### config.mk
export PLATFORM = sky130hd
export DESIGN_NAME = mvt_cell
export DESIGN_NICKNAME = d
export VERILOG_FILES = /design/src/rtl/mvt_pkg.sv /design/src/rtl/mvt_cell.sv
export SDC_FILE = /design/constraint.sdc
export NUM_CORES = 1
export LEC_CHECK = 0
export BUFFER_PORTS_ARGS = -buffer_cell sky130_fd_sc_hd__buf_4
export CORE_ASPECT_RATIO = 0.5
export CORE_MARGIN = 10
export CORE_UTILIZATION = 44
export CTS_CLUSTER_DIAMETER = 100
export DETAILED_ROUTE_END_ITERATION = 10
export PLACE_DENSITY = 0.75
export SLEW_MARGIN = 20
export SYNTH_ARGS = -nofsm -noshare
export SYNTH_HDL_FRONTEND = slang
export SYNTH_SLANG_ARGS = --single-unit
### constraint.sdc
create_clock -name clk -period 4.9 [get_ports clk]
set_input_delay 0.98 -clock clk [delete_from_list [all_inputs] [get_ports clk]]
set_output_delay 0.98 -clock clk [all_outputs]
set_load 0.03 [all_outputs]
### src/rtl/mvt_pkg.sv
`timescale 1ns / 1ps
`default_nettype none

package mvt_pkg;

  // table geometry and field widths
  localparam int CAPACITY_DEF = 64;
  localparam int OP_W         = 2;
  localparam int KEY_W        = 32;
  localparam int OUT_CNT_W    = 7;
  localparam int COUNT_MAX    = 127;

  // operation codes
  typedef enum logic [OP_W-1:0] {
    OP_INSERT = 2'd0,
    OP_REMOVE = 2'd1,
    OP_ALTER  = 2'd2,
    OP_SEARCH = 2'd3
  } op_t;

  // word travelling down the chain of cells
  typedef struct packed {
    logic                    valid;
    op_t                     op;
    logic signed [KEY_W-1:0] key;
    logic signed [KEY_W-1:0] repl;
    logic                    ok;
    logic                    hit;
  } tok_t;

endpackage

`default_nettype wire

### src/rtl/mvt_cell.sv
`timescale 1ns / 1ps
`default_nettype none

module mvt_cell #(
  parameter int CNT_W = 7
) (
  input  wire logic              clk,
  input  wire logic              rst,
  input  wire logic              advance,
  input  wire mvt_pkg::tok_t     tok_in,
  input  wire logic [CNT_W-1:0]  cnt_in,
  output mvt_pkg::tok_t          tok_out,
  output logic      [CNT_W-1:0]  cnt_out
);
  import mvt_pkg::*;

  // one table entry
  logic                    entry_valid;
  logic signed [KEY_W-1:0] entry_value;

  logic                    entry_valid_next;
  logic signed [KEY_W-1:0] entry_value_next;
  tok_t                    tok_next;
  logic [CNT_W-1:0]        cnt_next;
  logic                    match;

  assign match = entry_valid && (entry_value == tok_in.key);

  // apply the passing word to this entry
  always_comb begin
    entry_valid_next = entry_valid;
    entry_value_next = entry_value;
    tok_next         = tok_in;
    cnt_next         = cnt_in;
    if (tok_in.valid) begin
      unique case (tok_in.op)
        OP_INSERT: begin
          if (!entry_valid && !tok_in.ok) begin
            entry_valid_next = 1'b1;
            entry_value_next = tok_in.key;
            tok_next.ok      = 1'b1;
          end
        end
        OP_REMOVE: begin
          if (match) begin
            entry_valid_next = 1'b0;
            cnt_next         = cnt_in + CNT_W'(1);
          end
        end
        OP_ALTER: begin
          if (match) begin
            entry_value_next = tok_in.repl;
            cnt_next         = cnt_in + CNT_W'(1);
          end
        end
        OP_SEARCH: begin
          if (match) begin
            tok_next.hit = 1'b1;
          end
        end
        default: begin
        end
      endcase
    end
  end

  // entry and word registers; only the valid marks are cleared at reset
  always_ff @(posedge clk) begin
    if (rst) begin
      entry_valid   <= 1'b0;
      tok_out.valid <= 1'b0;
    end else if (advance) begin
      entry_valid <= entry_valid_next;
      entry_value <= entry_value_next;
      tok_out     <= tok_next;
      cnt_out     <= cnt_next;
    end
  end

endmodule

`default_nettype wire

# Word level (Yosys, flattened, before mapping)
# Cells that the tools add are included.
dict set report totals {
  reg_bits 109
  out_inout_bits 76
  wordCells 43
}
dict set report classes {
  n_addsub 1
  eq_ne 7
  n_mux 14
  bitwise 1
  n_reduce_logical 11
}
# operator n
set ops {}
lappend ops {{32-bit 2-to-1 mux} 2}
lappend ops {{32-bit one-hot mux with 2 select lines} 1}
lappend ops {{32-bit equality test} 1}
lappend ops {{7-bit 2-to-1 mux} 3}
lappend ops {{7-bit by 1-bit adder with 7-bit output, second input constant} 1}
lappend ops {{1-bit 2-to-1 mux} 6}
lappend ops {{2-bit != test, second input constant} 3}
lappend ops {{6-bit AND reduction} 1}
lappend ops {{5-bit AND reduction} 1}
lappend ops {{2-bit equality test, second input constant} 2}
lappend ops {{2-bit nonzero test} 2}
lappend ops {{2-bit by 1-bit equality test with 1-bit output, second input constant} 1}
lappend ops {{1-bit logical AND} 2}
lappend ops {{1-bit zero test} 2}
lappend ops {{2-bit zero test} 1}
lappend ops {{2-bit 2-to-1 mux} 1}
lappend ops {{1-bit one-hot mux with 2 select lines} 1}
lappend ops {{2-bit AND reduction} 1}
lappend ops {{2-bit OR reduction} 1}
lappend ops {{1-bit NOT} 1}

# Logic depth before layout (Yosys ltp)
# Gate-level depths: netlist (run 1).
dict set report logic_depth {
  ltp_word 5
  ltp_mapped 6
}

# Worst setup path after synthesis (run 1)
# OpenSTA, ideal clock, no wires.
dict set report synth_timing {
  path_kind {input to register}
  startpoint {in rst}
  endpoint {reg cnt_out[0], enable pin}
  setup_ns 0.519
  t_arrival_ns 4.326
  path_slack_ns 0.055
  cell_stages 1
  path_buffers 0
  path_cell_list {nor2b_1}
}
dict set report synth_via {
  elab_chain_cells 2
}
# element line_no
set synth_rtl {}
lappend synth_rtl {{start, declared} mvt_cell.sv:8} ;# input wire logic rst,
lappend synth_rtl {{1-bit NOT (no line)} --}
lappend synth_rtl {{2-bit AND reduction (no line)} --}
lappend synth_rtl {{end signal, assigned} mvt_cell.sv:76} ;# cnt_out <= cnt_next;
lappend synth_rtl {{end, declared} mvt_cell.sv:13} ;# output logic [CNT_W-1:0] cnt_out
# No other way between the ends.
# A chain may end at the register's enable or synchronous reset.

# Final worst setup path (run 1)
dict set report layout_timing {
  startpoint {in tok_in[39] in the netlist's numbering}
  endpoint {reg entry_value[0], enable pin}
}
dict set report layout_via {
  elab_chain_cells 4
}
# element line_no
set layout_rtl {}
lappend layout_rtl {{start, declared} mvt_cell.sv:10} ;# input wire mvt_pkg::tok_t tok_in,
lappend layout_rtl {{32-bit equality test} mvt_cell.sv:27} ;# assign match = entry_valid && (entry_value == tok_in.key);
lappend layout_rtl {{1-bit logical AND} mvt_cell.sv:27}
lappend layout_rtl {{2-bit != test (no line)} --}
lappend layout_rtl {{6-bit AND reduction (no line)} --}
lappend layout_rtl {{end signal, assigned} mvt_cell.sv:74} ;# entry_value <= entry_value_next;
lappend layout_rtl {{end, declared} mvt_cell.sv:19} ;# logic signed [KEY_W-1:0] entry_value;
# No other way between the ends.

==> results.rst, run 1 <==
.. list-table::
   :header-rows: 1

   * - Metric
     - Value
   * - DRT Wirelength
     - 9.97 mm
   * - Number of inserted filler cells in the final layout
     - roughly 750
   * - Global route total overflow
     - 0
   * - Die Ht
     - between 80 and 90 um
   * - I/O pins
     - about 160
   * - Clk sinks
     - around 110
   * - Clk Tree Root Cell
     - sky130_fd_sc_hd__clkbuf_16
   * - Vias in the first global route
     - about 2800
   * - NumNets Final
     - ~480
   * - Pin count of the biggest net entering global routing
     - 39
   * - Final std cells w/o fill
     - 532
   * - Critical Setup Path Class
     - in2reg
   * - Sort of element at the start of the critical path
     - primary input
   * - Combinational share of power
     - 14.1%
   * - Fraction of post-synthesis cell area in the top cell type by area
     - 75.2%
   * - Global-route usage over all layers
     - between 10% and 20%
   * - Cells resized by post-CTS repair
     - 0
   * - Placed cell count
     - just over 500
   * - Setup total negative slack
     - 0 ns
   * - Part of the power in registers
     - 52.8%
   * - Maximum fanout count along the critical path
     - 17
   * - Commonest cells in the netlist
     - sky130_fd_sc_hd__edfxtp_1, sky130_fd_sc_hd__mux2_2, sky130_fd_sc_hd__xor2_1
   * - Smallest setup slack after layout
     - 1.88 ns
   * - Area used by multi-input combinational logic
     - between 1000 and 1500 um^2
   * - CORE AREA
     - approximately 9400 um^2
   * - Pwr/cell area
     - approximately 350 nW/um^2
   * - Most common cell in the netlist
     - sky130_fd_sc_hd__edfxtp_1
   * - Maximum count of clock buffers along a single path
     - 2
   * - Primary flip-flop cell chosen by synthesis mapping
     - sky130_fd_sc_hd__edfxtp_1
   * - DP HPWL
     - 7.67 mm
   * - Initial core utilization
     - between 40% and 50%
   * - Detailed router's first-iteration violation count
     - between 100 and 150
   * - Net count after synthesis
     - between 300 and 400
   * - DRC
     - 0
   * - Switching power summed over all nets
     - 478 uW
   * - Worst Setup Slack post-DPL
     - about 1.6 ns
   * - Global routing usage on met2
     - 26.5%
   * - Path class of the lowest-slack min-delay path
     - reg2reg
   * - Overall power after layout
     - just over 2000 uW
   * - Worst-skew pair later-pin latency
     - around 0.34 ns
   * - Data required time of the worst path
     - slightly below 5 ns
   * - Dominant cell type by area after synthesis
     - sky130_fd_sc_hd__edfxtp_1
   * - Internal power consumption
     - between 1500 and 2000 uW
   * - Wire length of the first global-routing pass
     - 15.0 mm
   * - Run status
     - complete, no violations
   * - Crit path capture type
     - flip-flop
   * - Post-CTS setup buffers
     - 0
   * - Count of input and output buffers
     - around 150
   * - Clock share of power
     - 33.2%
   * - Post-synthesis area per instance
     - around 19 um^2
   * - Depth of the worst hold-timing path
     - 2
   * - Vias per Instance
     - around 4.8
   * - Period utilisation layout
     - about three fifths
   * - Part of the Yosys area used for sequential elements
     - 76.2%
   * - Worst flop-to-flop path startpoint
     - entry_value[5]
   * - Depth of the most critical reg-to-reg path
     - 7
   * - Max Freq
     - 0.331 GHz
   * - Switching share of total power
     - a little under a quarter
   * - Antenna cells
     - 0
   * - Share of post-route cells with drive strength above 1
     - between 50 and 60%
   * - Number of setup violations in the final report
     - 0
   * - Number of flops mapped to enable cells by yosys
     - 107
   * - Netlist area before placement
     - around 4300 um^2
   * - Clock buffer count from CTS
     - 9
   * - Largest cells by area after synthesis
     - sky130_fd_sc_hd__edfxtp_1, sky130_fd_sc_hd__mux2_2, sky130_fd_sc_hd__xor2_1
   * - Clock edge transition at the registers on the reported setup and hold paths
     - around 0.070 ns
   * - Leakage
     - approximately 0.0023 uW
   * - Post-DRT Antenna Nets
     - 0
   * - Reg-to-reg critical path endpoint
     - entry_value[0]
   * - Router iterations before antenna repair
     - 5
   * - Gp weighted congestion
     - just under 0.8
   * - Ys async rst share
     - 0%
   * - Site Rows
     - 25
   * - Met1 Use GR
     - roughly 14%
   * - Overall die area
     - ~14000 um^2
   * - Flip-flop and latch count after synthesis
     - around 110
   * - Endpoint of the worst hold-timing path
     - tok_out[68]
   * - Count of unique library cells instantiated by Yosys
     - 26
   * - Most Crowded Layer GR
     - met2
   * - Clock tree from TritonCTS
     - yes
   * - Peak supply drop
     - around 0.00022 V
   * - Synth warn
     - 0
   * - H-tree depth reported by CTS
     - 3
   * - Fin Clk Skew
     - ~0.0065 ns
   * - Max-slew violations
     - 0
   * - # Max-Cap Violations
     - 0
   * - Fin crit period
     - between 3 and 4 ns
   * - Met3 capacity usage during global routing
     - about 4.6%
   * - Post-Synthesis Cells
     - around 230
   * - Overall via count from detail_route
     - approximately 2500
   * - Antenna violations before repair
     - 0
   * - Data arrival time of the critical path
     - approximately 3.1 ns
   * - Final hold violations
     - 0
   * - Die Span X
     - around 160 um
   * - Area delta synth->final
     - 38.6%
   * - Unrepaired setup endpoints after global routing
     - false
   * - Slew at the pin closest to its max-slew limit
     - between 0.8 and 0.9 ns
   * - Routed length per instance
     - 18.7 um
   * - Hold Buf Count CTS
     - 0
   * - Min-Delay Startpoint
     - tok_out[68]
   * - Flop2flop setup slack
     - about 2.2 ns
   * - Slew headroom
     - around 44%
   * - Sequential cell area
     - 3250 um^2
==> cells by family (layout without fill, tap and decap cells) <==
group,count (synthesis),count (layout),share of synthesized area [%]
flops,109,109,76.2
xor+xnor,38,38,7.79
mux,34,34,8.93
simple gates,28,28,3.92
compound gates,7,7,1.20
buf+inv,6,176,0.527
fa+ha+maj,5,5,1.46
==> critical path: stages <==
cell and delay (ns):
sky130_fd_sc_hd__buf_4 0.12, sky130_fd_sc_hd__xor2_1 0.14, sky130_fd_sc_hd__nor4_1 0.55, sky130_fd_sc_hd__nand2_1 0.24, sky130_fd_sc_hd__nor3_1 0.35, sky130_fd_sc_hd__a31oi_1 0.15
sky130_fd_sc_hd__nor3_2 0.22, sky130_fd_sc_hd__buf_4 0.29
==> through the flow <==
stage	area [um^2]	hold slack (ns)	util, %
2_1_floorplan	4270	0.496	-
3_3_place_gp	5630	0.484	59.6
3_5_place_dp	5630	0.516	59.6
4_1_cts	5900	0.549	62.5
5_1_grt	5920	0.626	62.7
6_report	5920	0.548	62.7
==> placed cells by master (no fill, tap or decap), types with 2 or more instances in the layout <==
master,n
sky130_fd_sc_hd__clkbuf_16,9
sky130_fd_sc_hd__xor2_1,33
sky130_fd_sc_hd__and3_1,2
sky130_fd_sc_hd__ha_1,4
sky130_fd_sc_hd__nor4_1,8
sky130_fd_sc_hd__nand3_1,2
sky130_fd_sc_hd__clkinv_1,2
sky130_fd_sc_hd__nand2_1,6
sky130_fd_sc_hd__dfxtp_1,2
sky130_fd_sc_hd__inv_1,2
sky130_fd_sc_hd__mux2_2,33
sky130_fd_sc_hd__clkbuf_1,3
sky130_fd_sc_hd__edfxtp_1,107
sky130_fd_sc_hd__buf_4,158
sky130_fd_sc_hd__nand4_1,3
sky130_fd_sc_hd__xnor2_1,5
==> power groups by stage <==
stage          logic, uW  registers [uW]  clock network (uW)
6_report             292            1090                 688
3_5_place_dp         294            1120                   0
3_3_place_gp         288            1110                   0
2_1_floorplan       57.1            1200                   0
5_1_grt              310            1100                 740
4_1_cts              295            1100                 703
==> area by class of cell <==
class	count	share of cell area [%]
multi-input combinational	112	17.1
timing repair buffer	159	20.4
tap	135	2.85
inverter	2	0.127
clock inverter	3	0.634
sequential	109	54.9
clock buffer	12	3.99
==> metal layers <==
metal / routed length [um] / part of all wire, % / up-vias
met5: 0 / 0 / -
met4: 84 / 0.84 / 0
met3: 488 / 4.9 / 6
met2: 5700 / 57 / 64
met1: 3690 / 37 / 1261
li1: - / - / 1207
==> worst max path at each step <==
stage	to	start	slack [ns]	depth (start not counted)
detailed placement	entry_value[3]	tok_in[54]	1.58	8
CTS	entry_value[10]	tok_in[54]	1.92	8
global placement	entry_value[3]	tok_in[54]	1.66	8
finish	entry_value[0]	tok_in[39]	1.88	8
global route	entry_value[0]	tok_in[54]	1.68	8
floorplan	cnt_out[0]	rst	0.05	1
==> flip-flops by register name, indices dropped and copies added (netlist names) <==
signal,count
tok_out,69
entry_valid,1
cnt_out,7
entry_value,32
Power figures use the tool's default switching activity.
==> run 2: changes to the inputs <==
- ABC_AREA: not set -> 1
- CORE_UTILIZATION: 44 -> 45
- PLACE_DENSITY: 0.75 -> 0.73
- clock period: 4.9 -> 2.95 ns (I/O delays scaled with it)
==> results.rst, run 2 <==
.. list-table::
   :header-rows: 1

   * - Metric
     - Value
   * - Library cell contributing the largest single delay on the critical path
     - sky130_fd_sc_hd__edfxtp_1
   * - Antenna cells
     - 0
   * - Cells along the critical path
     - xnor2_1, nand2_1, nor2_1, nand2_1, nor2_2, nand3_4, a21oi_4, buf_12
   * - Period utilisation layout
     - 67.1%
   * - Min Hold Slack
     - approximately 0.43 ns
   * - Slew at the pin closest to its max-slew limit
     - between 0.7 and 0.8 ns
   * - Clk sinks
     - 109
   * - Initial core utilization
     - ~47%
   * - Wire length of the first global-routing pass
     - 16.7 mm
   * - Max-slew violations
     - 0
   * - Net count after synthesis
     - between 400 and 500
   * - Register with the most flip-flops
     - tok_out
   * - Buffering stage count on the worst path with inverters included
     - 1
   * - Leakage
     - approximately 0.0027 uW
   * - Ys async rst share
     - 0%
   * - Fin Clk Skew
     - between 0.005 and 0.006 ns
   * - Clock tree from TritonCTS
     - yes
   * - Number of setup violations in the final report
     - 0
   * - Post-Synthesis Cells
     - 377
   * - Kind of cell adding the most delay to the critical path
     - simple AND/OR/NAND/NOR gates
   * - Clk Tree Root Cell
     - sky130_fd_sc_hd__clkbuf_16
   * - Setup total negative slack
     - 0 ns
   * - Smallest setup slack after layout
     - between 0.9 and 1 ns
   * - Min-Delay Startpoint
     - tok_in[2]
   * - Worst-skew pair later-pin latency
     - roughly 0.34 ns
   * - Crit path capture type
     - flip-flop
   * - Synth warn
     - 0
   * - Data arrival time of the critical path
     - between 2 and 2.5 ns
   * - Flip-flop and latch count after synthesis
     - 109
   * - Largest cells by area after synthesis
     - sky130_fd_sc_hd__edfxtp_1, sky130_fd_sc_hd__nand2_1, sky130_fd_sc_hd__xnor2_1
   * - CORE AREA
     - a little under 10000 um^2
   * - Count of input and output buffers
     - ~150
   * - Global route total overflow
     - 0
   * - Router iterations before antenna repair
     - 4
   * - Final hold violations
     - 0
   * - Slew headroom
     - between 50% and 60%
   * - DRC
     - 0
   * - Number of inserted filler cells in the final layout
     - about 770
   * - Routed length per instance
     - between 15 and 20 um
   * - Path class of the lowest-slack min-delay path
     - in2reg
   * - Commonest cells in the netlist
     - sky130_fd_sc_hd__nand2_1, sky130_fd_sc_hd__edfxtp_1, sky130_fd_sc_hd__inv_1
   * - Pwr/cell area
     - 575 nW/um^2
   * - Area delta synth->final
     - 37.2%
   * - Hold Buf Count CTS
     - 0
   * - DRT Wirelength
     - between 10 and 15 mm
   * - DP HPWL
     - 7.72 mm
   * - Depth of the worst hold-timing path
     - 1
   * - Post-CTS setup buffers
     - 0
   * - Gp weighted congestion
     - about 0.74
   * - Most common cell in the netlist
     - sky130_fd_sc_hd__nand2_1
   * - Post-route core utilization
     - 64.4%
   * - Fin crit period
     - 1.98 ns
   * - Worst flop-to-flop path startpoint
     - entry_value[10]
   * - Crit path largest cell delay
     - roughly 0.40 ns
   * - Detailed router's first-iteration violation count
     - between 150 and 200
   * - Sort of element at the start of the critical path
     - flip-flop
   * - Peak supply drop
     - around 0.00031 V
   * - NumNets Final
     - slightly above 600
   * - I/O pins
     - ~160
   * - Part of the Yosys area used for sequential elements
     - a little over 70%
   * - Commonest cells after routing, fill and taps aside
     - sky130_fd_sc_hd__buf_4, sky130_fd_sc_hd__nand2_1, sky130_fd_sc_hd__edfxtp_1, sky130_fd_sc_hd__inv_1, sky130_fd_sc_hd__xnor2_1
   * - Cells resized by post-CTS repair
     - 0
   * - Critical Setup Path Class
     - reg2reg
   * - Count of unique library cells instantiated by Yosys
     - 23
   * - Max Freq
     - between 0.5 and 0.6 GHz
   * - Overall power after layout
     - 3550 uW
   * - Share of post-route cells with drive strength above 1
     - between 30% and 40%
   * - Maximum fanout count along the critical path
     - 32
   * - Run status
     - complete, no violations
   * - Depth of the most critical reg-to-reg path
     - 8
   * - Antenna violations before repair
     - 0
   * - Data required time of the worst path
     - 2.98 ns
   * - Dominant cell type by area after synthesis
     - sky130_fd_sc_hd__edfxtp_1
   * - Largest register FFs
     - between 60 and 70
   * - Pin count of the biggest net entering global routing
     - 76
   * - Reg-to-reg critical path endpoint
     - entry_value[16]
   * - Unrepaired setup endpoints after global routing
     - false
   * - Die Span X
     - ~160 um
   * - Post-synthesis area per instance
     - around 12 um^2
   * - Maximum count of clock buffers along a single path
     - 2
   * - Vias in the first global route
     - between 3000 and 4000
   * - Vias per Instance
     - between 4 and 5
   * - Global-route usage over all layers
     - between 10 and 15%
   * - Commonest non-fill, non-tap cell in the layout
     - sky130_fd_sc_hd__buf_4
   * - Overall die area
     - between 10000 and 15000 um^2
   * - Endpoint of the worst hold-timing path
     - tok_out[2]
   * - H-tree depth reported by CTS
     - 3
   * - Die Ht
     - about 90 um
   * - Flop2flop setup slack
     - around 0.97 ns
   * - # Max-Cap Violations
     - 0
   * - Site Rows
     - 25
   * - Clock edge transition at the registers on the reported setup and hold paths
     - around 0.07 ns
   * - Netlist area before placement
     - 4500 um^2
   * - Worst Setup Slack post-DPL
     - 0.673 ns
   * - Primary flip-flop cell chosen by synthesis mapping
     - sky130_fd_sc_hd__edfxtp_1
   * - Most Frequent Cell on Critical Path
     - sky130_fd_sc_hd__nand2_1
   * - Largest regs
     - tok_out: 69 flops, entry_value: 32 flops, cnt_out: 7 flops
   * - Number of flops mapped to enable cells by yosys
     - between 100 and 150
   * - Overall via count from detail_route
     - 3031
   * - Clock buffer count from CTS
     - 9
   * - Fraction of post-synthesis cell area in the top cell type by area
     - a little under three quarters
   * - Post-DRT Antenna Nets
     - 0
==> run 2: changes by cell type in the layout (fill, tap and decap cells not counted), sizes merged, moves of 2 or more <==
cell,before,now
buf,159,157
nor2b,2,0
xor2,33,2
nand2,6,149
nor4,9,0
o21ai,1,14
inv,2,40
nand3,2,7
mux2,33,0
nor2,1,14
xnor2,5,21
nand4,3,1
a21oi,1,4
==> run 2: worst max-delay path by stage <==
stage / start / end / slack, ns / cells past startpoint
global route: entry_value[11] / entry_value[16] / 0.81 / 8
finish: entry_value[10] / entry_value[16] / 0.97 / 8
global placement: tok_in[44] / entry_value[28] / 0.68 / 9
CTS: entry_value[10] / entry_value[20] / 0.94 / 8
floorplan: tok_in[61] / entry_value[0] / 0.35 / 9
detailed placement: tok_in[56] / entry_value[28] / 0.67 / 9
==> run 2: kinds of logic after synthesis <==
| logic type | Yosys count | share of synthesized area, % |
|---|---|---|
| adder cells (fa/ha/maj) | 5 | 1.39 |
| XOR/XNOR | 23 | 4.47 |
| AO/OA/AOI/OAI | 20 | 2.33 |
| AND/OR/NAND/NOR | 173 | 15.7 |
| flip-flops | 109 | 72.2 |
| buffers and inverters | 47 | 3.92 |
==> run 2: report_power, final <==
part           internal (uW)  switching, uW  leakage [uW]
clock                    744            500      0.000148
combinational            197            298       0.00151
sequential              1790           21.3       0.00101
==> run 2: layer usage <==
metal,part of all wire [%],track usage [%]
met1,39,15.0
met3,6.4,4.87
met4,0.97,3.61
met2,54,26.7
met5,0,0
==> run 2: worst register-to-register path, cell delays in order, from the launching register on <==
cell	delay (ns)
sky130_fd_sc_hd__edfxtp_1	0.40
sky130_fd_sc_hd__xnor2_1	0.17
sky130_fd_sc_hd__nand2_1	0.07
sky130_fd_sc_hd__nor2_1	0.13
sky130_fd_sc_hd__nand2_1	0.07
sky130_fd_sc_hd__nor2_2	0.24
sky130_fd_sc_hd__nand3_4	0.17
sky130_fd_sc_hd__a21oi_4	0.18
sky130_fd_sc_hd__buf_12	0.22
==> run 2: stage by stage <==
step,cells,instance area (um^2)
2_1_floorplan,377,4520
3_3_place_gp,662,5870
3_5_place_dp,662,5870
4_1_cts,678,6180
5_1_grt,678,6180
6_report,678,6180
==> run 2: final cells by class <==
cell class	instances	area, um^2	area share [%]
clock buffer	12	236	3.83
multi-input combinational	221	1100	17.7
tap	135	169	2.73
inverter	40	150	2.43
sequential	109	3250	52.6
timing repair buffer	157	1200	19.5
clock inverter	4	72.6	1.17
